===== config.mk =====
export PLATFORM = sky130hd
export DESIGN_NAME = hfd_fifo
export DESIGN_NICKNAME = d
export VERILOG_FILES = /design/src/rtl/core/hfd_fifo.sv
export SDC_FILE = /design/constraint.sdc
export NUM_CORES = 1
export LEC_CHECK = 0
export BUFFER_PORTS_ARGS = -buffer_cell sky130_fd_sc_hd__buf_2
export CAP_MARGIN = 20
export CORE_MARGIN = 2
export CORE_UTILIZATION = 47
export CTS_BUF_LIST = sky130_fd_sc_hd__clkbuf_4
export CTS_CLUSTER_DIAMETER = 30
export DETAILED_ROUTE_END_ITERATION = 10
export MAX_ROUTING_LAYER = met4
export PLACE_DENSITY = 0.76
export SYNTH_ARGS = -nofsm -noshare
export SYNTH_HDL_FRONTEND = slang
export SYNTH_SLANG_ARGS = --single-unit

===== constraint.sdc =====
create_clock -name clk -period 1.5 [get_ports clk]
set_input_delay 0.15 -clock clk [delete_from_list [all_inputs] [get_ports clk]]
set_output_delay 0.15 -clock clk [all_outputs]
set_load 0.05 [all_outputs]

===== src/rtl/core/hfd_fifo.sv =====
module hfd_fifo #(
  parameter int unsigned WIDTH = 8,
  parameter int unsigned DEPTH = 2
) (
  input  logic             clk,
  input  logic             rst,
  input  logic             push,
  input  logic [WIDTH-1:0] wdata,
  output logic             full,
  input  logic             pop,
  output logic [WIDTH-1:0] rdata,
  output logic             empty
);

  localparam int unsigned AW = (DEPTH > 1) ? $clog2(DEPTH) : 1;
  localparam int unsigned CW = $clog2(DEPTH + 1);

  logic [WIDTH-1:0] mem [DEPTH];
  logic [AW-1:0]    wr_ptr;
  logic [AW-1:0]    rd_ptr;
  logic [CW-1:0]    count;
  logic             do_push;
  logic             do_pop;

  assign full    = (count == CW'(DEPTH));
  assign empty   = (count == '0);
  assign do_push = push && !full;
  assign do_pop  = pop && !empty;
  assign rdata   = mem[rd_ptr];

  // Store incoming transaction
  always_ff @(posedge clk) begin
    if (do_push) begin
      mem[wr_ptr] <= wdata;
    end
  end

  // Advance pointers and occupancy
  always_ff @(posedge clk) begin
    if (rst) begin
      wr_ptr <= '0;
      rd_ptr <= '0;
      count  <= '0;
    end else begin
      if (do_push) begin
        wr_ptr <= (wr_ptr == AW'(DEPTH - 1)) ? '0 : wr_ptr + 1'b1;
      end
      if (do_pop) begin
        rd_ptr <= (rd_ptr == AW'(DEPTH - 1)) ? '0 : rd_ptr + 1'b1;
      end
      if (do_push && !do_pop) begin
        count <= count + 1'b1;
      end else if (do_pop && !do_push) begin
        count <= count - 1'b1;
      end
    end
  end

endmodule


==> metrics <==
maxcap violations 0; die area 0.00203 sq mm; Sink Count 21; top cells by area, synth edfxtp_1, dfxtp_1, mux2_2, xor2_1, nor2_1; Reg2Reg Depth 5; CP Capture Type flop; number of global-route vias before repair 393; Die Wd 45.1 microns; fin area 991 sq um; mux cell area share after synthesis 11.4%; CP max stage delay 0.37 ns; # hold bufs at CTS 0; worst endpoint required time 1.74 ns; Post-Syn Area per Cell 15.9 sq um; top-area cell type share of the netlist area 60.6%; Mapped Area 793 sq um; share of layout cells above drive strength 1 53.8%; Final period util 96.7%; synth warn 0; arrival time worst endpoint 1.69 ns; Final Hold Fails 0; Worst Hold Class in -> reg; DRC viols 0; leakage power total 0.000406 uW; ANT cells 0; number of synthesized register bits 21; number of CTS-inserted buffers 3; gr ovfl total 0; Crit Path Category reg -> reg; Core Region 0.00154 sq mm; clock root cell clkbuf_4; Initial DRC Count 8; Simple-Gate Fraction of Synth Area 5.84%; Total GRT Usage 12.6%; area grow syn2layout 24.9%; outcome finished, final reports clean; ordered cell list for the critical path nor2b_4, nor2_1, ha_1, or3_1, a21oi_2; clk buf depth 2; reg2reg end count[1]$_SDFFE_PP0P_; Worst setup endpoint count[1]$_SDFFE_PP0P_; initial antenna violation count 0; CP Max Fanout 4; vias per cell 5.10; remaining antenna violation count 0; placer congestion estimate 0.647; min cycle time layout 1.45 ns; worst r2r src count[1]$_SDFFE_PP0P_; syn nets 63; Seq/Total Area, Yosys 73.2%; cell family contributing the most delay on the critical path simple AND/OR/NAND/NOR gates; R2R setup slack 0.05 ns; PortBufs 21; VDD IR max 1.23 mV; DP HPWL 878 microns; PD cells 1960 mW/mm^2; clock skew 0.00514 ns; crit path buf inv count 0; final setup vio count 0; # H-tree levels 1; fmax 689 MHz; CTS tree built; CP startpoint count[1]$_SDFFE_PP0P_; final wirelength 1.20 mm; Critical Path Stages 5; first-pass GRT wire length 1.66 mm; Worst setup SP type flop; leading area contributor after synthesis edfxtp_1; critical path's slowest cell dfxtp_4; std cell rows 14; worst-margin pin slew 0.320 ns; Top Ports 22; drt pass-1 iters 4; Clk Latency, worst-skew pair 0.30 ns; largest net degree at the start of global routing 12; Slew HR 78.7%; Via Count 479; TNS Setup 0 ns; largest family of logic cells by synthesized area multiplexers; die height 45.1 microns; Synth Area in Adders 1.58%; Post-Synth XOR/XNOR Area 3.31%; clock-pin transition on the worst setup and hold timing paths 0.11 ns; RSZ-0062 raised after global routing true; complex-gate fraction of the synthesized area 3.15%; Gate Count Post-Synth 50; Initial Util 51.5%; Cell Area, Placed 943 sq um; Netlist cell types 13; max-slew violations 0; nets 92; wire per inst 12.7 microns
[layer usage]
metal / global-route usage [%] / vias to the layer above / part of all wire, %
met1: 14.1 / 226 / 41
met5: - / - / 0
met3: 2.80 / 2 / 5.6
li1: - / 236 / -
met4: 8.82 / 0 / 2.1
met2: 19.7 / 15 / 51
[through the flow]
stage / total power (uW) / utilization, % / hold slack (ns) / instances / setup WS [ns]
final: 1940 / 64.3 / 0.0286 / 94 / 0.0491
after detailed placement: 1640 / 61.2 / 0.342 / 89 / 0.0314
after global placement: 1620 / 61.2 / 0.339 / 89 / 0.0840
after global routing: 2040 / 64.3 / 0.0124 / 94 / -0.0345
after floorplan: 1460 / - / 0.212 / 50 / -0.123
after CTS: 1920 / 63.2 / 0.0242 / 93 / 0.0117
[repair_timing]
item | in CTS | in global routing
endpoints found under the setup margin | 8 | 9
setup buffers | 0 | 1
resized for setup | 1 | 4
[logic make-up (layout without fill, tap and decap cells)]
group | Yosys count | after routing
mux | 8 | 8
fa+ha+maj | 1 | 1
buf+inv | 3 | 31
xor+xnor | 3 | 3
flops | 21 | 21
simple gates | 9 | 9
compound gates | 5 | 5
[synth_stat cells]
| cell | number |
|---|---|
| nor2b_2 | 1 |
| a21oi_1 | 2 |
| inv_1 | 2 |
| o21ai_0 | 3 |
| dfxtp_1 | 5 |
| and2_1 | 1 |
| xor2_1 | 3 |
| mux2_2 | 8 |
| buf_2 | 1 |
| edfxtp_1 | 16 |
| nor2_1 | 5 |
| or3_1 | 2 |
| ha_1 | 1 |
[power by group]
| part | switching, uW | total [uW] | internal [uW] |
|---|---|---|---|
| Combinational | 545 | 822 | 277 |
| Clock | 159 | 281 | 122 |
| Sequential | 77.7 | 836 | 758 |
[how the worst min path moves through the flow]
stage,from,to,slack [ns],depth (start not counted)
detailed placement,wdata[6],mem[1][6]$_DFFE_PP_,0.34,1
global placement,wdata[4],mem[0][4]$_DFFE_PP_,0.34,1
finish,wdata[6],mem[1][6]$_DFFE_PP_,0.03,1
CTS,wdata[6],mem[0][6]$_DFFE_PP_,0.02,1
floorplan,rst,count[1]$_SDFFE_PP0P_,0.21,1
global route,wdata[1],mem[0][1]$_DFFE_PP_,0.01,1
[flip-flops by register name, indices dropped and copies added (netlist names), named ones only]
| name | cells |
|---|---|
| count | 2 |
| mem | 16 |
| rd_ptr | 1 |
| wr_ptr | 1 |
[cell type report]
cell class              count  area [sq um]
flip-flops and latches     21           589
fillers                   127           551
clock buffers               4          30.0
well taps                  16          20.0
multi-input cells          26           209
inverters                   2          7.51
repair buffers             25           135
[cells in the final DEF, fill, tap and decap left out, drive strengths merged]
| cell type | instances |
|---|---|
| a21oi | 2 |
| and2 | 1 |
| buf | 25 |
| clkbuf | 4 |
| dfxtp | 5 |
| edfxtp | 16 |
| ha | 1 |
| inv | 2 |
| mux2 | 8 |
| nor2 | 5 |
| nor2b | 1 |
| o21ai | 3 |
| or3 | 2 |
| xor2 | 3 |
Power figures use the tool's default switching activity.
