**src/rtl/core/hfd_pkg.sv**
```systemverilog
package hfd_pkg;

  // Configuration register map (index = paddr / 4)
  localparam int unsigned NUM_REGS = 6;
  localparam int unsigned REG_IDX_W = 3;
  localparam int unsigned PADDR_W = 5;

  localparam logic [REG_IDX_W-1:0] REG_TEMP_SLOPE    = 3'd0;
  localparam logic [REG_IDX_W-1:0] REG_TEMP_OFFSET   = 3'd1;
  localparam logic [REG_IDX_W-1:0] REG_RH_SLOPE      = 3'd2;
  localparam logic [REG_IDX_W-1:0] REG_RH_OFFSET     = 3'd3;
  localparam logic [REG_IDX_W-1:0] REG_COMP_FACTOR   = 3'd4;
  localparam logic [REG_IDX_W-1:0] REG_COMP_REF_TEMP = 3'd5;

  // Register reset values
  localparam logic [15:0] TEMP_SLOPE_RST    = 16'd22492;
  localparam logic [15:0] TEMP_OFFSET_RST   = 16'hE893;  // -5997
  localparam logic [15:0] RH_SLOPE_RST      = 16'd16000;
  localparam logic [15:0] RH_OFFSET_RST     = 16'hFD00;  // -768
  localparam logic [15:0] COMP_FACTOR_RST   = 16'd9830;
  localparam logic [15:0] COMP_REF_TEMP_RST = 16'd3200;

  // Frame kinds
  localparam logic OP_TEMP = 1'b0;
  localparam logic OP_HUM  = 1'b1;

  // Low two bits of the lsb byte are sensor status bits
  localparam logic [7:0] STATUS_MASK = 8'hFC;

  // CRC-8, poly 0x31, init 0: contribution of each bit of the 16-bit word
  localparam logic [7:0] CRC_COLS [16] = '{
    8'h31, 8'h62, 8'hC4, 8'hB9, 8'h43, 8'h86, 8'h3D, 8'h7A,
    8'hF4, 8'hD9, 8'h83, 8'h37, 8'h6E, 8'hDC, 8'h89, 8'h23
  };

  typedef struct packed {
    logic       opcode;
    logic [7:0] msb_byte;
    logic [7:0] lsb_byte;
    logic [7:0] crc_byte;
    logic       calibrate;
  } in_item_t;

  typedef struct packed {
    logic               status;
    logic signed [15:0] value;
    logic               compensated;
    logic               calib_publish;
  } out_item_t;

  // Classified frame handed from the front end to the back end
  typedef struct packed {
    logic        is_hum;
    logic        good;
    logic        calibrate;
    logic [13:0] raw;
  } job_t;

  typedef struct packed {
    logic        [15:0] temp_slope;
    logic signed [15:0] temp_offset;
    logic        [15:0] rh_slope;
    logic signed [15:0] rh_offset;
    logic        [15:0] comp_factor;
    logic signed [15:0] comp_ref_temp;
  } cfg_t;

  // Parallel CRC-8 over msb byte then lsb byte
  function automatic logic [7:0] crc8_16(input logic [15:0] data);
    logic [7:0] crc;
    crc = '0;
    for (int i = 0; i < 16; i++) begin
      if (data[i]) begin
        crc = crc ^ CRC_COLS[i];
      end
    end
    return crc;
  endfunction

endpackage

```
**src/rtl/core/hfd_front.sv**
```systemverilog
module hfd_front (
  input  logic              clk,
  input  logic              rst,
  input  logic              push,
  input  hfd_pkg::in_item_t item,
  output logic              full,
  output logic              job_valid,
  output hfd_pkg::job_t     job,
  input  logic              job_full
);
  import hfd_pkg::*;

  logic       accept;
  logic [7:0] crc;
  job_t       job_in;

  // Check the frame and strip status bits
  assign crc              = crc8_16({item.msb_byte, item.lsb_byte});
  assign job_in.is_hum    = (item.opcode == OP_HUM);
  assign job_in.good      = (crc == item.crc_byte);
  assign job_in.calibrate = item.calibrate;
  assign job_in.raw       = {item.msb_byte, item.lsb_byte[7:2]};

  // Hold the classified frame until the queue takes it
  assign full   = job_valid && job_full;
  assign accept = push && !full;

  always_ff @(posedge clk) begin
    if (rst) begin
      job_valid <= 1'b0;
    end else begin
      job_valid <= accept || (job_valid && job_full);
    end
  end

  always_ff @(posedge clk) begin
    if (accept) begin
      job <= job_in;
    end
  end

endmodule

```
**config.mk**
```make
export PLATFORM = sky130hd
export DESIGN_NAME = hfd_front
export DESIGN_NICKNAME = d
export VERILOG_FILES = /design/src/rtl/core/hfd_pkg.sv /design/src/rtl/core/hfd_front.sv
export SDC_FILE = /design/constraint.sdc
export NUM_CORES = 1
export LEC_CHECK = 0
export BUFFER_PORTS_ARGS = -buffer_cell sky130_fd_sc_hd__buf_2
export CAP_MARGIN = 40
export CORE_MARGIN = 2
export CORE_UTILIZATION = 37
export DETAILED_ROUTE_END_ITERATION = 10
export GPL_TIMING_DRIVEN = 0
export PLACE_DENSITY = 0.69
export SYNTH_ARGS = -nofsm -noshare
export SYNTH_HDL_FRONTEND = slang
export SYNTH_SLANG_ARGS = --single-unit
```
**constraint.sdc**
```tcl
create_clock -name clk -period 1.7 [get_ports clk]
set_input_delay 0 -clock clk [delete_from_list [all_inputs] [get_ports clk]]
set_output_delay 0 -clock clk [all_outputs]
set_load 0.01 [all_outputs]
```
==> run_results.csv, run 1 <==
group,metric,value,unit
placed_design,dp_hpwl,1.54,mm
routing,detailedRoute.firstIterationViolations,34,
layout,layout-area-overhead-vs-synth,53.7,%
floorplan,row_count,18,
setup_path,worstPathArrival,1740,ps
synthesis,yosys-mux-area-fraction,1.14,%
routing,final_antenna_net_count,0,
clocking,tritoncts.num_buffers,3,
setup_path,crit_path_top_delay_cell,"sky130_fd_sc_hd__or3_1",
global_route,grt_antenna_before_repair,0,
synthesis,synthDominantAreaCellType,"sky130_fd_sc_hd__edfxtp_1",
global_route,grt_max_degree,18,
setup_path,cell_chain_critical_path,"buf_2, xor2_2, xor3_1, or3_1, a211o_1, a222oi_1",
synthesis,yosysWarnings,0,
sta,report.final.setup_viol,0,
setup_path,setup.worst_path.end_class,"register",
floorplan,die_width,55.8,um
routing,number_of_vias_in_the_routed_layout,775,
layout,nNetsFinal,169,
clocking,cts-htree-levels,1,
sta,post_route_skew,6.85,ps
layout,finish.cell_count_without_fillers,168,
setup_path,cp-start-kind,"input pin",
pwr,post-layout-total-power,1150,uW
pwr,vdd.ir_drop.worst,440,uV
setup_path,timing.critical_path.depth,6,
pwr,power_per_cell_area,753,mW/mm^2
global_route,via_count_of_the_first_global_routing_pass,782,
sta,layout_worst_path_cycle_share,97.3,%
setup_path,crit_path_start,"item[21]",
layout,final_util,60.9,%
routing,wl_per_cell,13.8,um
layout,antenna_cells,0,
setup_path,timing.reg2reg.setup_slack,160,ps
setup_path,timing.critical_path.slowest_cell_delay,400,ps
setup_path,path_buf_inv,1,
synthesis,post_synth_and_or_nand_nor_area_fraction,7.32,%
clocking,cts_tree,"done",
sta,timing_max_transition_violations_final,0,
setup_path,end_of_the_critical_path,"job[15]",
synthesis,synthesis.area_per_instance,14.8,um^2
floorplan,num_io_pins,49,
floorplan,initial_core_util,39.6,%
routing,routed_wl,2.32,mm
sta,worst_slew_pin_slew,844,ps
setup_path,ff2ff_path_depth,2,
synthesis,synth_area,991,um^2
setup_path,rr_startpoint,"job_valid",
floorplan,die_area,0.00311,mm^2
synthesis,synth_seq_area_share,53.5,%
placed_design,number_of_placed_instances_with_taps_included,145,
clocking,clkSinkCount,18,
sta,finalHoldViolCount,0,
synthesis,yosys.cell_types.count,20,
pwr,power.static_leakage,0.000653,uW
setup_path,timing.setup.critical_path_class,"input pin to register",
synthesis,synthesized_net_count,97,
synthesis,largest_family_of_logic_cells_by_synthesized_area,"XOR/XNOR gates",
setup_path,worst-path-max-fanout,3,
floorplan,area_of_the_core,0.00250,mm^2
sta,period_needed,1650,ps
synthesis,synth_compound_gate_area_share,1.89,%
setup_path,worst_ep_required_time,1790,ps
placed_design,port_buffers,48,
floorplan,die_height,55.8,um
routing,firstDrtPassIters,8,
synthesis,synthXorXnorAreaFrac,35.6,%
setup_path,cp_top_family,"compound AO/OA/AOI/OAI gates",
routing,route.detailed.vias_per_inst,4.61,
placed_design,dp_slack,-275,ps
clocking,cts-root-to-sink-buffers,2,
layout,final_layout_size_suffix_gt1_share,45.7,%
placed_design,gp_congestion,0.814,
sta,setup_slack,45.9,ps
sta,maxClockFrequency,605,MHz
sta,max-slew-margin-rel,43.4,%
outcome,status,"finished clean",
global_route,gr-total-overflow,0,
global_route,global_route.usage.total,14.6,%
clocking,cts.clk_slew.worst_paths,100,ps
synthesis,synthCells,67,
clocking,clk-insertion-delay-late,290,ps
setup_path,critical_path.reg2reg.endpoint,"job[9]",
global_route,grt_pass1_wl,3.46,mm
synthesis,post_synth_fa_ha_maj_area_fraction,0,%
synthesis,synthDominantCellAreaShare,51.5,%
min_path,worstHoldPathType,"input pin to register",
clocking,cts-root-buf,"sky130_fd_sc_hd__clkbuf_4",
synthesis,postSynthRegisterBits,18,
synthesis,synth_area_leaders,"sky130_fd_sc_hd__edfxtp_1 52%, sky130_fd_sc_hd__xnor2_1 17%, sky130_fd_sc_hd__xor2_1 7.1%",
routing,route.detailed.drc,0,
min_path,timing.hold.worst_path_depth,1,
sta,finalHoldWorstSlack,121,ps
flow_run,max_cap_violations,0,
[sequential cells by signal (all words and copies together), names as in the netlist]
signal	flops
job	17
job_valid	1
[cells in the final DEF, fill, tap and decap left out]
master and count:
sky130_fd_sc_hd__nand3_1 3, sky130_fd_sc_hd__mux2_2 1, sky130_fd_sc_hd__a211o_1 1, sky130_fd_sc_hd__clkbuf_8 1, sky130_fd_sc_hd__or3_2 1, sky130_fd_sc_hd__dlymetal6s4s_1 1, sky130_fd_sc_hd__or4_1 1, sky130_fd_sc_hd__and2_1 2
sky130_fd_sc_hd__xor2_2 2, sky130_fd_sc_hd__clkbuf_4 3, sky130_fd_sc_hd__xor2_1 6, sky130_fd_sc_hd__nor2b_2 1, sky130_fd_sc_hd__nand4_1 1, sky130_fd_sc_hd__xnor2_2 2, sky130_fd_sc_hd__dfxtp_1 1, sky130_fd_sc_hd__dlygate4sd3_1 17
sky130_fd_sc_hd__edfxtp_1 17, sky130_fd_sc_hd__or3_1 1, sky130_fd_sc_hd__nor2_1 3, sky130_fd_sc_hd__xor3_1 2, sky130_fd_sc_hd__xnor2_1 18, sky130_fd_sc_hd__xnor2_4 1, sky130_fd_sc_hd__buf_2 48, sky130_fd_sc_hd__xor3_2 1
sky130_fd_sc_hd__buf_4 2, sky130_fd_sc_hd__a222oi_1 1
[routing by layer]
metal / wire length, um / track usage, % / vias to the layer above
met5: 0 / 0 / -
met2: 1260 / 26.9 / 32
met1: 892 / 16.1 / 361
met3: 104 / 2.09 / 6
met4: 62 / 7.32 / 0
li1: - / - / 376
[where the power goes]
part	leakage, uW	total (uW)	switching, uW	internal [uW]
Sequential	0.000173	520	5.38	515
Combinational	0.000459	368	168	199
Clock	0.0000210	259	128	130
Total	0.000653	1150	302	844
[worst min-delay path by stage]
stage / from / end / slack (ps)
after CTS: item[4] / job[15] / 200
after global routing: item[12] / job[1] / 130
final: item[12] / job[1] / 120
after global placement: rst / job_valid / 160
after detailed placement: rst / job_valid / 170
after floorplan: rst / job_valid / 70
[stage by stage]
step	instance area, um^2	setup TNS, ps
after global routing	1520	-37.6
after detailed placement	1270	-275
final	1520	0
after floorplan	993	0
after global placement	1270	-282
after CTS	1490	0
[cell type report]
type,count,area [um^2]
multi-input combinational,48,480
timing repair buffer,67,433
sequential,18,531
buffer,1,5.00
clock buffer,4,36.3
tap,30,37.5
fill,195,977
[logic make-up (layout without fill, tap and decap cells)]
| logic type | count (synthesis) | count (layout) |
|---|---|---|
| and+or+nand+nor | 13 | 13 |
| xor gates and xnor gates | 32 | 32 |
| AOI/OAI and AO/OA | 2 | 2 |
| buffers and inverters | 1 | 72 |
| muxes | 1 | 1 |
| DFF | 18 | 18 |
[cell usage after synthesis]
| library cell | instances |
|---|---|
| sky130_fd_sc_hd__xnor2_1 | 19 |
| sky130_fd_sc_hd__xor3_1 | 2 |
| sky130_fd_sc_hd__xnor2_4 | 1 |
| sky130_fd_sc_hd__nor2_1 | 3 |
| sky130_fd_sc_hd__or3_1 | 1 |
| sky130_fd_sc_hd__nand4_1 | 1 |
| sky130_fd_sc_hd__xnor2_2 | 1 |
| sky130_fd_sc_hd__or4_1 | 1 |
| sky130_fd_sc_hd__a211o_1 | 1 |
| sky130_fd_sc_hd__edfxtp_1 | 17 |
| sky130_fd_sc_hd__xor3_2 | 1 |
| sky130_fd_sc_hd__xor2_1 | 8 |
| sky130_fd_sc_hd__nor2b_1 | 1 |
| sky130_fd_sc_hd__a222oi_1 | 1 |
| sky130_fd_sc_hd__or3_2 | 1 |
| sky130_fd_sc_hd__and2_1 | 2 |
| sky130_fd_sc_hd__dfxtp_1 | 1 |
| sky130_fd_sc_hd__mux2_2 | 1 |
| sky130_fd_sc_hd__nand3_1 | 3 |
| sky130_fd_sc_hd__buf_2 | 1 |
[repair_timing]
action,4_1_cts,5_1_grt
gates resized for setup,0,4
endpoints found under the setup margin,0,1
setup buffers,0,2
hold buffers,18,0
endpoints found under the hold margin,17,0
(Power assumes the default switching activity.)
==> run 2: changes to the inputs <==
Settings changed: CORE_UTILIZATION 37 to 35, PLACE_DENSITY 0.69 to 0.66.
==> run_results.csv, run 2 (same netlist as run 1, synthesis figures left out) <==
group,metric,value,unit
sta,finalHoldViolCount,0,
global_route,gr-total-overflow,0,
sta,report.final.setup_viol,0,
sta,layout_worst_path_cycle_share,94.6,%
routing,number_of_vias_in_the_routed_layout,738,
clocking,clkSinkCount,18,
clocking,cts-htree-levels,1,
placed_design,port_buffers,48,
floorplan,row_count,19,
routing,firstDrtPassIters,4,
routing,final_antenna_net_count,0,
global_route,grt_max_degree,18,
global_route,grt_antenna_before_repair,0,
clocking,tritoncts.num_buffers,3,
setup_path,timing.setup.critical_path_class,"input pin to register",
layout,antenna_cells,0,
min_path,whs_endpoint,"job[15]",
layout,nNetsFinal,167,
sta,timing_max_transition_violations_final,0,
pwr,power.static_leakage,0.000634,uW
clocking,cts-root-buf,"sky130_fd_sc_hd__clkbuf_4",
setup_path,setup.worst_path.end_class,"register",
clocking,cts.clk_slew.worst_paths,100,ps
floorplan,num_io_pins,49,
layout,reg_top3,"job: 17 flops, job_valid: 1 flops",
routing,route.detailed.vias_per_inst,4.42,
sta,post_route_skew,0.765,ps
pwr,comb_pwr_share,30.6,%
floorplan,die_height,57.2,um
pwr,clock_power_share,23.1,%
routing,route.detailed.drc,0,
sta,period_needed,1610,ps
min_path,timing.hold.worst_path_depth,4,
layout,leading_cell_type_in_the_layout_fill_and_taps_excluded,"sky130_fd_sc_hd__buf_2",
min_path,start_point_of_the_worst_min_delay_path,"item[4]",
global_route,via_count_of_the_first_global_routing_pass,712,
pwr,p_switching,290,uW
placed_design,gp_congestion,0.756,
flow_run,max_cap_violations,0,
sta,worst_slew_pin_slew,859,ps
floorplan,die_area,0.00327,mm^2
pwr,internal_power,833,uW
routing,routed_wl,2.00,mm
min_path,worstHoldPathType,"input pin to register",
clocking,cts_post_setup_buffers_inserted,0,
setup_path,cp-start-kind,"input pin",
setup_path,ff2ff_path_depth,2,
placed_design,dp_hpwl,1.44,mm
setup_path,critical_path.reg2reg.endpoint,"job[1]",
layout,filler_cell_count,230,
clocking,cts-root-to-sink-buffers,2,
outcome,status,"finished clean",
sta,setup_slack,92.2,ps
pwr,sw_frac_of_total,25.8,%
clocking,cts_tree,"done",
setup_path,worst_ep_required_time,1790,ps
routing,wl_per_cell,12.0,um
clocking,clk-insertion-delay-late,290,ps
floorplan,area_of_the_core,0.00273,mm^2
pwr,vdd.ir_drop.worst,570,uV
pwr,power_per_cell_area,749,mW/mm^2
floorplan,die_width,57.2,um
setup_path,worstPathArrival,1700,ps
layout,largest_register_ff_count,17,
global_route,global_route.usage.total,13.1,%
layout,layout_common_cells,"48 x sky130_fd_sc_hd__buf_2, 18 x sky130_fd_sc_hd__xnor2_1, 18 x sky130_fd_sc_hd__dlygate4sd3_1, 17 x sky130_fd_sc_hd__edfxtp_1, 7 x sky130_fd_sc_hd__xor2_1",
layout,final_layout_size_suffix_gt1_share,44.1,%
global_route,grt_pass1_wl,3.22,mm
sta,max-slew-margin-rel,42.5,%
pwr,power.sequential.fraction,46.3,%
floorplan,initial_core_util,36.2,%
placed_design,dp_slack,-269,ps
layout,layout-area-overhead-vs-synth,51.3,%
setup_path,worst-path-max-fanout,3,
setup_path,rr_startpoint,"job_valid",
setup_path,crit_path_start,"item[20]",
placed_design,number_of_placed_instances_with_taps_included,146,
sta,maxClockFrequency,622,MHz
setup_path,timing.reg2reg.setup_slack,160,ps
layout,finish.cell_count_without_fillers,167,
routing,detailedRoute.firstIterationViolations,18,
layout,registers.top_by_ff_count,"job",
## run 2: cell types whose count changed in the layout (fill, tap and decap cells not counted), sizes merged
cell and delta:
buf -2, dlygate4sd3 +1, dlymetal6s4s -1
## run 2: cell type report
class,instances,area (um^2),share of cell area [%]
buffer,1,5.00,0.334
clock buffer,4,36.3,2.42
multi-input combinational,48,473,31.6
sequential,18,531,35.4
tap,31,38.8,2.59
timing repair buffer,65,415,27.7
## run 2: what timing repair did
item | 4_1_cts | 5_1_grt
gates resized for setup | 0 | 2
hold buffers | 18 | 0
hold endpoints to repair | 17 | 0
endpoints found under the setup margin | 0 | 1
## run 2: metal layers
| metal | track usage [%] | vias to the layer above | part of all wire, % |
|---|---|---|---|
| li1 | - | 375 | - |
| met5 | 0 | - | 0 |
| met4 | 6.98 | 0 | 0.95 |
| met3 | 1.81 | 2 | 6.5 |
| met1 | 16.6 | 329 | 41 |
| met2 | 21.8 | 32 | 51 |
## run 2: worst max-delay path, cell delays in order
cell and delay, ps:
sky130_fd_sc_hd__buf_2 130, sky130_fd_sc_hd__xor2_2 220, sky130_fd_sc_hd__xor3_1 380, sky130_fd_sc_hd__or3_1 380
sky130_fd_sc_hd__a211o_1 260, sky130_fd_sc_hd__a222oi_1 320
## run 2: worst max-delay path by stage
stage / cells after the start / to
floorplan: 5 / job[15]
global placement: 6 / job[15]
detailed placement: 6 / job[15]
CTS: 6 / job[15]
global route: 6 / job[15]
finish: 6 / job[15]
## run 2: power groups by stage
stage                     clock network [uW]  logic [uW]  registers, uW
after detailed placement                   0         309            530
after global routing                     283         373            523
final                                    260         344            520
after floorplan                            0         195            546
after CTS                                272         342            520
after global placement                     0         304            530
## run 2: metrics by stage
step	power (uW)	utilization, %	setup TNS, ps	instance area, um^2	hold slack [ps]
2_1_floorplan	741	-	0	993	72.4
3_3_place_gp	833	46.5	-283	1270	160
3_5_place_dp	839	46.5	-269	1270	163
4_1_cts	1130	54.5	0	1490	196
5_1_grt	1180	54.8	-10.1	1500	238
6_report	1120	54.8	0	1500	206
