File: src/rtl/core/hfd_pkg.sv
package hfd_pkg;

  // Configuration register map (index = paddr / 4)
  localparam int unsigned NUM_REGS = 6;
  localparam int unsigned REG_IDX_W = 3;
  localparam int unsigned PADDR_W = 5;

  localparam logic [REG_IDX_W-1:0] REG_TEMP_SLOPE    = 3'd0;
  localparam logic [REG_IDX_W-1:0] REG_TEMP_OFFSET   = 3'd1;
  localparam logic [REG_IDX_W-1:0] REG_RH_SLOPE      = 3'd2;
  localparam logic [REG_IDX_W-1:0] REG_RH_OFFSET     = 3'd3;
  localparam logic [REG_IDX_W-1:0] REG_COMP_FACTOR   = 3'd4;
  localparam logic [REG_IDX_W-1:0] REG_COMP_REF_TEMP = 3'd5;

  // Register reset values
  localparam logic [15:0] TEMP_SLOPE_RST    = 16'd22492;
  localparam logic [15:0] TEMP_OFFSET_RST   = 16'hE893;  // -5997
  localparam logic [15:0] RH_SLOPE_RST      = 16'd16000;
  localparam logic [15:0] RH_OFFSET_RST     = 16'hFD00;  // -768
  localparam logic [15:0] COMP_FACTOR_RST   = 16'd9830;
  localparam logic [15:0] COMP_REF_TEMP_RST = 16'd3200;

  // Frame kinds
  localparam logic OP_TEMP = 1'b0;
  localparam logic OP_HUM  = 1'b1;

  // Low two bits of the lsb byte are sensor status bits
  localparam logic [7:0] STATUS_MASK = 8'hFC;

  // CRC-8, poly 0x31, init 0: contribution of each bit of the 16-bit word
  localparam logic [7:0] CRC_COLS [16] = '{
    8'h31, 8'h62, 8'hC4, 8'hB9, 8'h43, 8'h86, 8'h3D, 8'h7A,
    8'hF4, 8'hD9, 8'h83, 8'h37, 8'h6E, 8'hDC, 8'h89, 8'h23
  };

  typedef struct packed {
    logic       opcode;
    logic [7:0] msb_byte;
    logic [7:0] lsb_byte;
    logic [7:0] crc_byte;
    logic       calibrate;
  } in_item_t;

  typedef struct packed {
    logic               status;
    logic signed [15:0] value;
    logic               compensated;
    logic               calib_publish;
  } out_item_t;

  // Classified frame handed from the front end to the back end
  typedef struct packed {
    logic        is_hum;
    logic        good;
    logic        calibrate;
    logic [13:0] raw;
  } job_t;

  typedef struct packed {
    logic        [15:0] temp_slope;
    logic signed [15:0] temp_offset;
    logic        [15:0] rh_slope;
    logic signed [15:0] rh_offset;
    logic        [15:0] comp_factor;
    logic signed [15:0] comp_ref_temp;
  } cfg_t;

  // Parallel CRC-8 over msb byte then lsb byte
  function automatic logic [7:0] crc8_16(input logic [15:0] data);
    logic [7:0] crc;
    crc = '0;
    for (int i = 0; i < 16; i++) begin
      if (data[i]) begin
        crc = crc ^ CRC_COLS[i];
      end
    end
    return crc;
  endfunction

endpackage

File: src/rtl/core/hfd_fifo.sv
module hfd_fifo #(
  parameter int unsigned WIDTH = 8,
  parameter int unsigned DEPTH = 2
) (
  input  logic             clk,
  input  logic             rst,
  input  logic             push,
  input  logic [WIDTH-1:0] wdata,
  output logic             full,
  input  logic             pop,
  output logic [WIDTH-1:0] rdata,
  output logic             empty
);

  localparam int unsigned AW = (DEPTH > 1) ? $clog2(DEPTH) : 1;
  localparam int unsigned CW = $clog2(DEPTH + 1);

  logic [WIDTH-1:0] mem [DEPTH];
  logic [AW-1:0]    wr_ptr;
  logic [AW-1:0]    rd_ptr;
  logic [CW-1:0]    count;
  logic             do_push;
  logic             do_pop;

  assign full    = (count == CW'(DEPTH));
  assign empty   = (count == '0);
  assign do_push = push && !full;
  assign do_pop  = pop && !empty;
  assign rdata   = mem[rd_ptr];

  // Store incoming transaction
  always_ff @(posedge clk) begin
    if (do_push) begin
      mem[wr_ptr] <= wdata;
    end
  end

  // Advance pointers and occupancy
  always_ff @(posedge clk) begin
    if (rst) begin
      wr_ptr <= '0;
      rd_ptr <= '0;
      count  <= '0;
    end else begin
      if (do_push) begin
        wr_ptr <= (wr_ptr == AW'(DEPTH - 1)) ? '0 : wr_ptr + 1'b1;
      end
      if (do_pop) begin
        rd_ptr <= (rd_ptr == AW'(DEPTH - 1)) ? '0 : rd_ptr + 1'b1;
      end
      if (do_push && !do_pop) begin
        count <= count + 1'b1;
      end else if (do_pop && !do_push) begin
        count <= count - 1'b1;
      end
    end
  end

endmodule

File: src/rtl/core/hfd_back.sv
module hfd_back #(
  parameter int unsigned OUT_DEPTH = 2
) (
  input  logic               clk,
  input  logic               rst,
  input  hfd_pkg::cfg_t      cfg,
  input  logic               job_empty,
  input  hfd_pkg::job_t      job,
  output logic               job_pop,
  output logic               empty,
  input  logic               pop,
  output hfd_pkg::out_item_t result
);
  import hfd_pkg::*;

  // Multiply stage
  logic        m_valid;
  job_t        m_job;
  logic [31:0] m_prod;
  logic        m_ready;
  logic [15:0] slope;

  // Finish stage
  logic        w_valid;
  job_t        w_job;
  logic [31:0] w_prod;
  logic        w_ready;
  logic        w_done;
  logic        w_stall;

  // Stored temperature and compensation product
  logic signed [15:0] last_temperature;
  logic               temperature_usable;
  logic               comp_stale;
  logic signed [16:0] temp_diff;
  logic signed [33:0] comp_prod;

  logic signed [19:0] base;
  logic signed [19:0] offset;
  logic signed [19:0] comp_term;
  logic signed [19:0] sum;
  logic signed [15:0] sat;
  logic               use_comp;
  out_item_t          res;
  logic               o_full;

  // Handshake between stages
  assign w_stall = w_job.is_hum && w_job.good && temperature_usable && comp_stale;
  assign w_done  = w_valid && !o_full && !w_stall;
  assign w_ready = !w_valid || w_done;
  assign m_ready = !m_valid || w_ready;
  assign job_pop = !job_empty && m_ready;

  always_ff @(posedge clk) begin
    if (rst) begin
      m_valid <= 1'b0;
      w_valid <= 1'b0;
    end else begin
      m_valid <= job_pop || (m_valid && !w_ready);
      w_valid <= (m_valid && w_ready) || (w_valid && !w_done);
    end
  end

  // Scale the raw reading
  assign slope = job.is_hum ? cfg.rh_slope : cfg.temp_slope;

  always_ff @(posedge clk) begin
    if (job_pop) begin
      m_job  <= job;
      m_prod <= {job.raw, 2'b00} * slope;
    end
  end

  always_ff @(posedge clk) begin
    if (m_valid && w_ready) begin
      w_job  <= m_job;
      w_prod <= m_prod;
    end
  end

  // Refresh the compensation product from the stored temperature
  assign temp_diff = 17'(cfg.comp_ref_temp) - 17'(last_temperature);

  always_ff @(posedge clk) begin
    comp_prod <= $signed({1'b0, cfg.comp_factor}) * temp_diff;
  end

  // Combine scale, offset and compensation, then saturate
  assign use_comp  = w_job.is_hum && temperature_usable;
  assign base      = $signed({4'b0000, w_prod[31:16]});
  assign offset    = w_job.is_hum ? 20'(cfg.rh_offset) : 20'(cfg.temp_offset);
  assign comp_term = use_comp ? 20'($signed(comp_prod[33:16])) : '0;
  assign sum       = base + offset - comp_term;

  always_comb begin
    if (sum > 20'sd32767) begin
      sat = 16'sh7FFF;
    end else if (sum < -20'sd32768) begin
      sat = 16'sh8000;
    end else begin
      sat = sum[15:0];
    end
  end

  always_comb begin
    res.status        = !w_job.good;
    res.value         = w_job.good ? sat : '0;
    res.compensated   = w_job.good && use_comp;
    res.calib_publish = w_job.good && !w_job.is_hum && w_job.calibrate;
  end

  // Update the stored temperature on finished temperature frames
  always_ff @(posedge clk) begin
    if (rst) begin
      last_temperature   <= '0;
      temperature_usable <= 1'b1;
      comp_stale         <= 1'b0;
    end else begin
      comp_stale <= w_done && !w_job.is_hum && w_job.good;
      if (w_done && !w_job.is_hum) begin
        temperature_usable <= w_job.good;
        if (w_job.good) begin
          last_temperature <= sat;
        end
      end
    end
  end

  // Result queue toward the consumer
  hfd_fifo #(
    .WIDTH ($bits(out_item_t)),
    .DEPTH (OUT_DEPTH)
  ) u_out_q (
    .clk   (clk),
    .rst   (rst),
    .push  (w_done),
    .wdata (res),
    .full  (o_full),
    .pop   (pop),
    .rdata (result),
    .empty (empty)
  );

endmodule

File: config.mk
export PLATFORM = sky130hd
export DESIGN_NAME = hfd_back
export DESIGN_NICKNAME = d
export VERILOG_FILES = /design/src/rtl/core/hfd_pkg.sv /design/src/rtl/core/hfd_fifo.sv /design/src/rtl/core/hfd_back.sv
export SDC_FILE = /design/constraint.sdc
export NUM_CORES = 1
export LEC_CHECK = 0
export BUFFER_PORTS_ARGS = -buffer_cell sky130_fd_sc_hd__buf_2
export CORE_MARGIN = 2
export CORE_UTILIZATION = 58
export CTS_BUF_LIST = sky130_fd_sc_hd__clkbuf_16
export CTS_CLUSTER_DIAMETER = 100
export CTS_CLUSTER_SIZE = 14
export DETAILED_ROUTE_END_ITERATION = 16
export HOLD_SLACK_MARGIN = 0.02
export PLACE_DENSITY = 0.73
export SLEW_MARGIN = 20
export SYNTH_ARGS = -nofsm -noshare
export SYNTH_HDL_FRONTEND = slang
export SYNTH_SLANG_ARGS = --single-unit
File: constraint.sdc
create_clock -name clk -period 11.06 [get_ports clk]
set_input_delay 0.553 -clock clk [delete_from_list [all_inputs] [get_ports clk]]
set_output_delay 0.553 -clock clk [all_outputs]
set_load 0.03 [all_outputs]
==> impl_metrics.json, run 1 <==
{
  "slew_headroom": 0.2732,
  "synth_top_area_frac": 0.3455,
  "drt-pass1-iter-count": 5,
  "port_buffers": 137,
  "synthArstFlopShare": 0,
  "worst_pin_slew_ps": 1085,
  "ys.flop_type": "edfxtp_1",
  "synth.distinct_cells": 65,
  "grt.overflow.total": 0,
  "root_buffer": "clkbuf_16",
  "crit_path_start_kind": "flip-flop",
  "drt_iter0_drc": 953,
  "grt_pass1_wl_um": 89850,
  "routedWlPerCell_um": 17.61,
  "start_util": 0.5860,
  "finalMaxSlewViolations": 0,
  "fp.dieH_um": 201.1,
  "layout.nets": 3247,
  "hpwlAfterDp_um": 41980,
  "ys_top_cells_by_area": "fa_1, ha_1, edfxtp_1",
  "maxCapViolations": 0,
  "ys_top_cells_by_count": "inv_1, fa_1, nand2_1",
  "syn_inst": 2422,
  "grt_antenna_before_repair": 0,
  "clock_path_buffers": 2,
  "ys_seq_area_frac": 0.1394,
  "cp.arrival_ps": 9040,
  "dieArea_sq_mm": 0.04046,
  "dp_cells": 2984,
  "cts.clk_slew.worst_paths_ps": 60,
  "layout.cells.non_filler": 3017,
  "die_x_um": 201.1,
  "status": "complete, no violations",
  "cp_common_cell": "fa_1",
  "vias": 16870,
  "gp_congestion": 0.9573,
  "cts_resized": 0,
  "end_kind": "flip-flop",
  "synth_seq_cells": 119,
  "syn_area_per_cell_sq_um": 9.307,
  "cts_tree": "done",
  "multiInputGateArea_sq_mm": 0.01728,
  "final.setup.tns_ps": 0,
  "setup_viol": 0,
  "max_stage_delay_ps": 840,
  "hold_viol": 0,
  "coreArea_sq_mm": 0.03847,
  "synth_edf_count": 76,
  "cts_max_level": 4,
  "finClkSkew_ps": 10.43,
  "place_area_sq_mm": 0.02359,
  "synth_most_common_cell": "inv_1",
  "synth_warnings": 0,
  "synth_nets": 3183,
  "wl_um": 53140,
  "cpMaxStageDelayCell": "nor2_1",
  "numCtsBuffers": 17,
  "antenna_left": 0,
  "clock-sinks": 119,
  "post-route-cell-area_sq_mm": 0.02422,
  "postCtsHoldBufs": 0,
  "synth.largest_area_cell": "fa_1",
  "timing.final.crit_period_ps": 8702,
  "diodes": 0,
  "fill_cells": 3226,
  "critical_path_required_ps": 11400,
  "grt_setup_unrepaired": "no",
  "worstSetupPathType": "flip-flop to flip-flop",
  "drive_above_1_share": 0.1072,
  "clkLatencyLatePin_ps": 420,
  "critPathMaxFanout": 16,
  "cts_setup_buffers": 0,
  "ios": 138,
  "hp-class": "input port to flip-flop",
  "grt_max_degree": 36,
  "fin_crit_sh": 0.7868,
  "fin_util": 0.6295,
  "drc": 0,
  "seqCellArea_sq_mm": 0.003143,
  "area_growth_pct": 7.433,
  "viasPerCell": 5.591,
  "grt_pass1_vias": 18240,
  "rows": 72,
  "grt_usage": 0.2760,
  "synth_area_sq_mm": 0.02254,
  "fmax_mhz": 114.9
}
[final cells by class]
type	instances	area share
multi-input cells	1732	0.7135
flip-flops and latches	119	0.1298
repair buffers	152	0.03327
inverters	464	0.07192
well taps	518	0.02676
clock buffers	17	0.01757
clock inverters	15	0.007182
[stage by stage]
| stage | setup slack [ps] | hold slack [ps] |
|---|---|---|
| final | 2358 | 317.9 |
| after detailed placement | 1807 | 404.5 |
| after global placement | 2049 | 404.2 |
| after floorplan | 3143 | 400.3 |
| after global routing | 1799 | 300.5 |
| after CTS | 2018 | 305.3 |
[cells by family after synthesis]
logic type / count (synthesis) / synth area share
AND/OR/NAND/NOR: 736 / 0.1571
adder cells (fa/ha/maj): 644 / 0.4870
buffers and inverters: 571 / 0.09642
AO/OA/AOI/OAI: 244 / 0.07227
flip-flops: 119 / 0.1394
XOR/XNOR: 56 / 0.02176
multiplexers: 52 / 0.02592
[state kept, by name, summed over array words and instances, names as in the netlist, named ones only]
name and count:
u_out_q.count 2, w_prod 16, m_job 3, u_out_q.rd_ptr 1, u_out_q.wr_ptr 1, last_temperature 16
m_prod 16, comp_stale 1, comp_prod 18, u_out_q.mem 38, temperature_usable 1, w_valid 1
m_valid 1, w_job 3
[cells in the final DEF, fill, tap and decap left out, types with 9 or more instances in the layout]
cell type and n:
xor2_1 20, dfxtp_1 43, fa_1 389, edfxtp_1 76
buf_4 14, inv_1 465, o211a_1 9, o21ai_0 42
buf_2 137, a21o_1 20, and3_1 18, nor2b_1 43
nor3_1 25, nor4_1 12, ha_1 254, a21oi_1 56
a21boi_0 16, nand2_1 328, nor2_1 77, nand3_1 45
nand2b_1 11, and2_1 139, xnor2_1 32, clkbuf_16 17
o21a_1 19, or3_1 9, mux2_2 51, o21ai_1 15
[layer usage]
metal,vias up,global-route usage,part of all wire
li1,7730,-,-
met1,8483,0.3573,0.41
met2,554,0.4936,0.51
met3,100,0.02851,0.054
met4,0,0.07698,0.024
met5,-,0,0
[final timing paths]
kind                        from       endpoint  slack [ps]  depth (start not counted)
max reg2reg  last_temperature[1]  comp_prod[33]        2360                         30
max          last_temperature[1]  comp_prod[33]        2360                         30
min                      job[15]      m_job[15]         320                          1
min reg2reg            m_job[14]      w_job[14]         410                          0
[critical path, delay by kind of cell, from the launching register on]
family | cells | cell delay, ps
buffers and inverters | 4 | 210
adder cells (fa/ha/maj) | 8 | 3550
XOR/XNOR | 1 | 130
AND/OR/NAND/NOR | 5 | 1450
AO/OA/AOI/OAI | 12 | 2900
flip-flops | 1 | 370
Power of run 1 is not shown: default switching activity piles up to over one toggle a cycle in this logic, so the estimate is an artifact.
==> inputs of run 2 (changes only) <==
--- a/config.mk
+++ b/config.mk
@@ -13,7 +13,7 @@
 export CTS_CLUSTER_SIZE = 14
 export DETAILED_ROUTE_END_ITERATION = 16
 export HOLD_SLACK_MARGIN = 0.02
-export PLACE_DENSITY = 0.73
+export PLACE_DENSITY = 0.76
 export SLEW_MARGIN = 20
 export SYNTH_ARGS = -nofsm -noshare
 export SYNTH_HDL_FRONTEND = slang
==> constraint.sdc (replaced) <==
create_clock -name clk -period 7.75 [get_ports clk]
set_input_delay 0.3875 -clock clk [delete_from_list [all_inputs] [get_ports clk]]
set_output_delay 0.3875 -clock clk [all_outputs]
set_load 0.03 [all_outputs]
==> impl_metrics.json, run 2 (synthesized netlist as in run 1, its figures left out) <==
{
  "root_buffer": "clkbuf_16",
  "cts.clk_slew.worst_paths_ps": 60,
  "viasPerCell": 5.597,
  "critPathMaxFanout": 10,
  "drc": 0,
  "fill_cells": 3090,
  "end_kind": "flip-flop",
  "vias": 17230,
  "drive_above_1_share": 0.1438,
  "largest-register": "u_out_q.mem",
  "dp_cells": 3045,
  "max_stage_delay_ps": 530,
  "clock-sinks": 119,
  "grt_pass1_wl_um": 91570,
  "status": "complete, no violations",
  "routedWlPerCell_um": 17.85,
  "coreArea_sq_mm": 0.03847,
  "postCtsHoldBufs": 0,
  "critical_path_required_ps": 8090,
  "layout.cells.non_filler": 3078,
  "numCtsBuffers": 17,
  "hold_viol": 0,
  "die_x_um": 201.1,
  "grt_pass1_vias": 18500,
  "cp_common_cell": "fa_1",
  "fp.dieH_um": 201.1,
  "start_util": 0.5860,
  "slew_headroom": 0.4443,
  "layout.nets": 3308,
  "maxCapViolations": 0,
  "fin_crit_sh": 0.9731,
  "drt-pass1-iter-count": 5,
  "worstSetupPathType": "flip-flop to flip-flop",
  "clock_path_buffers": 2,
  "port_buffers": 137,
  "finClkSkew_ps": 6.701,
  "cp.buffers_inverters": 5,
  "ios": 138,
  "hpwlAfterDp_um": 43920,
  "finalMaxSlewViolations": 0,
  "setup_viol": 0,
  "drt_iter0_drc": 1046,
  "top_regs": "u_out_q.mem x38, comp_prod x18",
  "worst_hold_slack_ps": 150.2,
  "grt_usage": 0.2829,
  "layout_commonest_cell": "inv_1",
  "cpMaxStageDelayCell": "fa_1",
  "mostFrequentLayoutCells": "inv_1, fa_1, nand2_1, ha_1, and2_1",
  "hp-class": "input port to flip-flop",
  "rows": 72,
  "antenna_left": 0,
  "clkLatencyLatePin_ps": 420,
  "grt_antenna_before_repair": 0,
  "cp.arrival_ps": 7890,
  "diodes": 0,
  "path_delay_family": "adder cells",
  "cts_max_level": 4,
  "crit_path_start_kind": "flip-flop",
  "cts_tree": "done",
  "dieArea_sq_mm": 0.04046,
  "worst_pin_slew_ps": 832.4,
  "grt.overflow.total": 0,
  "wl_um": 54960,
  "grt_setup_unrepaired": "yes",
  "gp_congestion": 0.9491,
  "fmax_mhz": 132.6,
  "area_growth_pct": 10.52,
  "largest_reg_flops": 38,
  "grt_max_degree": 35,
  "final.setup.tns_ps": 0,
  "timing.final.crit_period_ps": 7541
}
==> run 2: area by class of cell <==
cell class,count,area [sq um],area share
Multi-Input combinational cell,1732,17500,0.7023
Sequential cell,119,3148,0.1264
Inverter,464,1742,0.06991
Timing Repair Buffer,213,1321,0.05304
Tap cell,518,648.1,0.02602
Clock buffer,17,425.4,0.01708
Clock inverter,15,131.4,0.005273
==> run 2: repair_timing <==
action                                  CTS  global route
pin swaps                                 9            31
setup buffers                             0             1
endpoints found under the setup margin    8            10
resized for setup                        21            44
==> run 2: metal layers <==
| layer | track usage | vias up | wire length (um) |
|---|---|---|---|
| met5 | 0 | - | 0 |
| met4 | 0.09841 | 0 | 1778 |
| met3 | 0.02802 | 129 | 3190 |
| met2 | 0.5001 | 616 | 27630 |
| met1 | 0.3643 | 8623 | 22360 |
| li1 | - | 7859 | - |
==> run 2: path summary, 6_finish.rpt <==
check                           cells after the start  slack [ps]                 from             to
worst max-delay path                               32         210  last_temperature[0]  comp_prod[33]
worst min-delay path                                1         150              job[14]      m_job[14]
worst max register to register                     32         210  last_temperature[0]  comp_prod[33]
worst min register to register                      0         420            m_job[16]      w_job[16]
==> run 2: per-stage QoR <==
stage / util / worst slack, ps / instance area (sq um)
CTS: 0.6418 / 3.846 / 24690
global placement: 0.6256 / -179.2 / 24070
floorplan: - / 57.58 / 22540
global route: 0.6476 / -68.64 / 24910
finish: 0.6476 / 208.7 / 24910
detailed placement: 0.6256 / -352.0 / 24070
Power of run 2 is left out for the same reason.
==> inputs of run 3 (changes only) <==
--- a/config.mk
+++ b/config.mk
@@ -8,7 +8,6 @@
 export BUFFER_PORTS_ARGS = -buffer_cell sky130_fd_sc_hd__buf_2
 export CORE_MARGIN = 2
 export CORE_UTILIZATION = 58
-export CTS_BUF_LIST = sky130_fd_sc_hd__clkbuf_16
 export CTS_CLUSTER_DIAMETER = 100
 export CTS_CLUSTER_SIZE = 14
 export DETAILED_ROUTE_END_ITERATION = 16
==> impl_metrics.json, run 3 (synthesized netlist as in run 1, its figures left out) <==
{
  "cp.arrival_ps": 7890,
  "port_buffers": 137,
  "fin_crit_sh": 0.9731,
  "layout.nets": 3308,
  "hold_viol": 0,
  "finalMaxSlewViolations": 0,
  "r2r_end": "comp_prod[33]",
  "start_util": 0.5860,
  "grt_pass1_wl_um": 91570,
  "gp_congestion": 0.9491,
  "rows": 72,
  "grt_setup_unrepaired": "yes",
  "reg2reg_depth": 32,
  "mostFrequentLayoutCells": "inv_1, fa_1, nand2_1, ha_1, and2_1",
  "hp-class": "input port to flip-flop",
  "fin_util": 0.6476,
  "crit_path_start_kind": "flip-flop",
  "cts_max_level": 4,
  "hold_start": "job[14]",
  "reg2reg_from": "last_temperature[0]",
  "numCtsBuffers": 17,
  "worstSetupPathType": "flip-flop to flip-flop",
  "drc": 0,
  "grt_pass1_vias": 18500,
  "fmax_mhz": 132.6,
  "max_stage_delay_ps": 530,
  "drive_above_1_share": 0.1438,
  "dieArea_sq_mm": 0.04046,
  "viasPerCell": 5.593,
  "setup_viol": 0,
  "end_kind": "flip-flop",
  "hold_end": "m_job[14]",
  "coreArea_sq_mm": 0.03847,
  "maxCapViolations": 0,
  "critPathMaxFanout": 10,
  "wl_um": 54970,
  "antenna_left": 0,
  "clock-sinks": 119,
  "critical_path_required_ps": 8090,
  "die_x_um": 201.1,
  "routedWlPerCell_um": 17.86,
  "ios": 138,
  "layout_commonest_cell": "inv_1",
  "clkLatencyLatePin_ps": 420,
  "root_buffer": "clkbuf_16",
  "slew_headroom": 0.4414,
  "clock_path_buffers": 2,
  "drt_iter0_drc": 1046,
  "grt_antenna_before_repair": 0,
  "drt-pass1-iter-count": 5,
  "reg2reg_setup_slack_ps": 210,
  "top_regs": "u_out_q.mem x38, comp_prod x18",
  "diodes": 0,
  "largest-register": "u_out_q.mem",
  "grt_usage": 0.2829,
  "cpMaxStageDelayCell": "fa_1",
  "largest_reg_flops": 38,
  "grt_max_degree": 35,
  "cts_tree": "done",
  "min_path_cells": 1,
  "grt.overflow.total": 0,
  "worst_pin_slew_ps": 836.7,
  "timing.final.crit_period_ps": 7541,
  "cp_common_cell": "fa_1",
  "finClkSkew_ps": 6.704,
  "worst_hold_slack_ps": 150.1,
  "vias": 17210,
  "cts.clk_slew.worst_paths_ps": 60,
  "fp.dieH_um": 201.1,
  "status": "complete, no violations",
  "hpwlAfterDp_um": 43920,
  "area_growth_pct": 10.52
}
[run 3: changes by cell type in the layout (fill, tap and decap cells not counted)]
cell,previous run,this run
clkbuf_1,0,1
inv_1,463,462
[run 3: cell type report]
type	count	area, sq um
multi-input cells	1732	17500
fillers	3090	13550
flip-flops and latches	119	3148
inverters	464	1742
repair buffers	213	1321
well taps	518	648.1
clock buffers	18	429.2
clock inverters	14	127.6
[run 3: how the worst max path moves through the flow]
stage                        startpoint       endpoint  slack [ps]
floorplan                        cfg[0]  comp_prod[33]          60
global placement                 cfg[0]  comp_prod[33]        -180
detailed placement               cfg[0]  comp_prod[33]        -350
CTS                 last_temperature[0]  comp_prod[33]           4
global route        last_temperature[0]  comp_prod[33]         -70
finish              last_temperature[0]  comp_prod[33]         210
[run 3: layer usage]
layer	routed length [um]	track usage	share of wire	vias to the layer above
li1	-	-	-	7859
met1	22350	0.3643	0.41	8616
met2	27690	0.5001	0.50	612
met3	3180	0.02802	0.058	127
met4	1748	0.09841	0.032	0
met5	0	0	0	-
[run 3: worst max-delay path, delay by kind of cell (launching register included)]
family / cells / cell delay [ps]
flops: 1 / 360
xor+xnor: 1 / 120
buf+inv: 5 / 530
fa+ha+maj: 9 / 3690
compound gates: 11 / 2060
simple gates: 6 / 670
[run 3: what timing repair did]
item / CTS / global route
hold buffers: 0 / 0
cloned: 0 / 0
endpoints found under the setup margin: 8 / 10
pin swaps: 9 / 31
setup buffers: 0 / 1
resized for setup: 21 / 44
[run 3: through the flow]
step                      instances  worst slack [ps]  area, sq um  TNS, ps
after floorplan                2422             57.58        22540        0
after global placement         3045            -179.2        24070   -695.0
after detailed placement       3045            -352.0        24070    -2104
after CTS                      3077             3.846        24690        0
after global routing           3078            -68.64        24910   -68.64
final                          3078             208.7        24910        0
Power of run 3 is left out for the same reason.
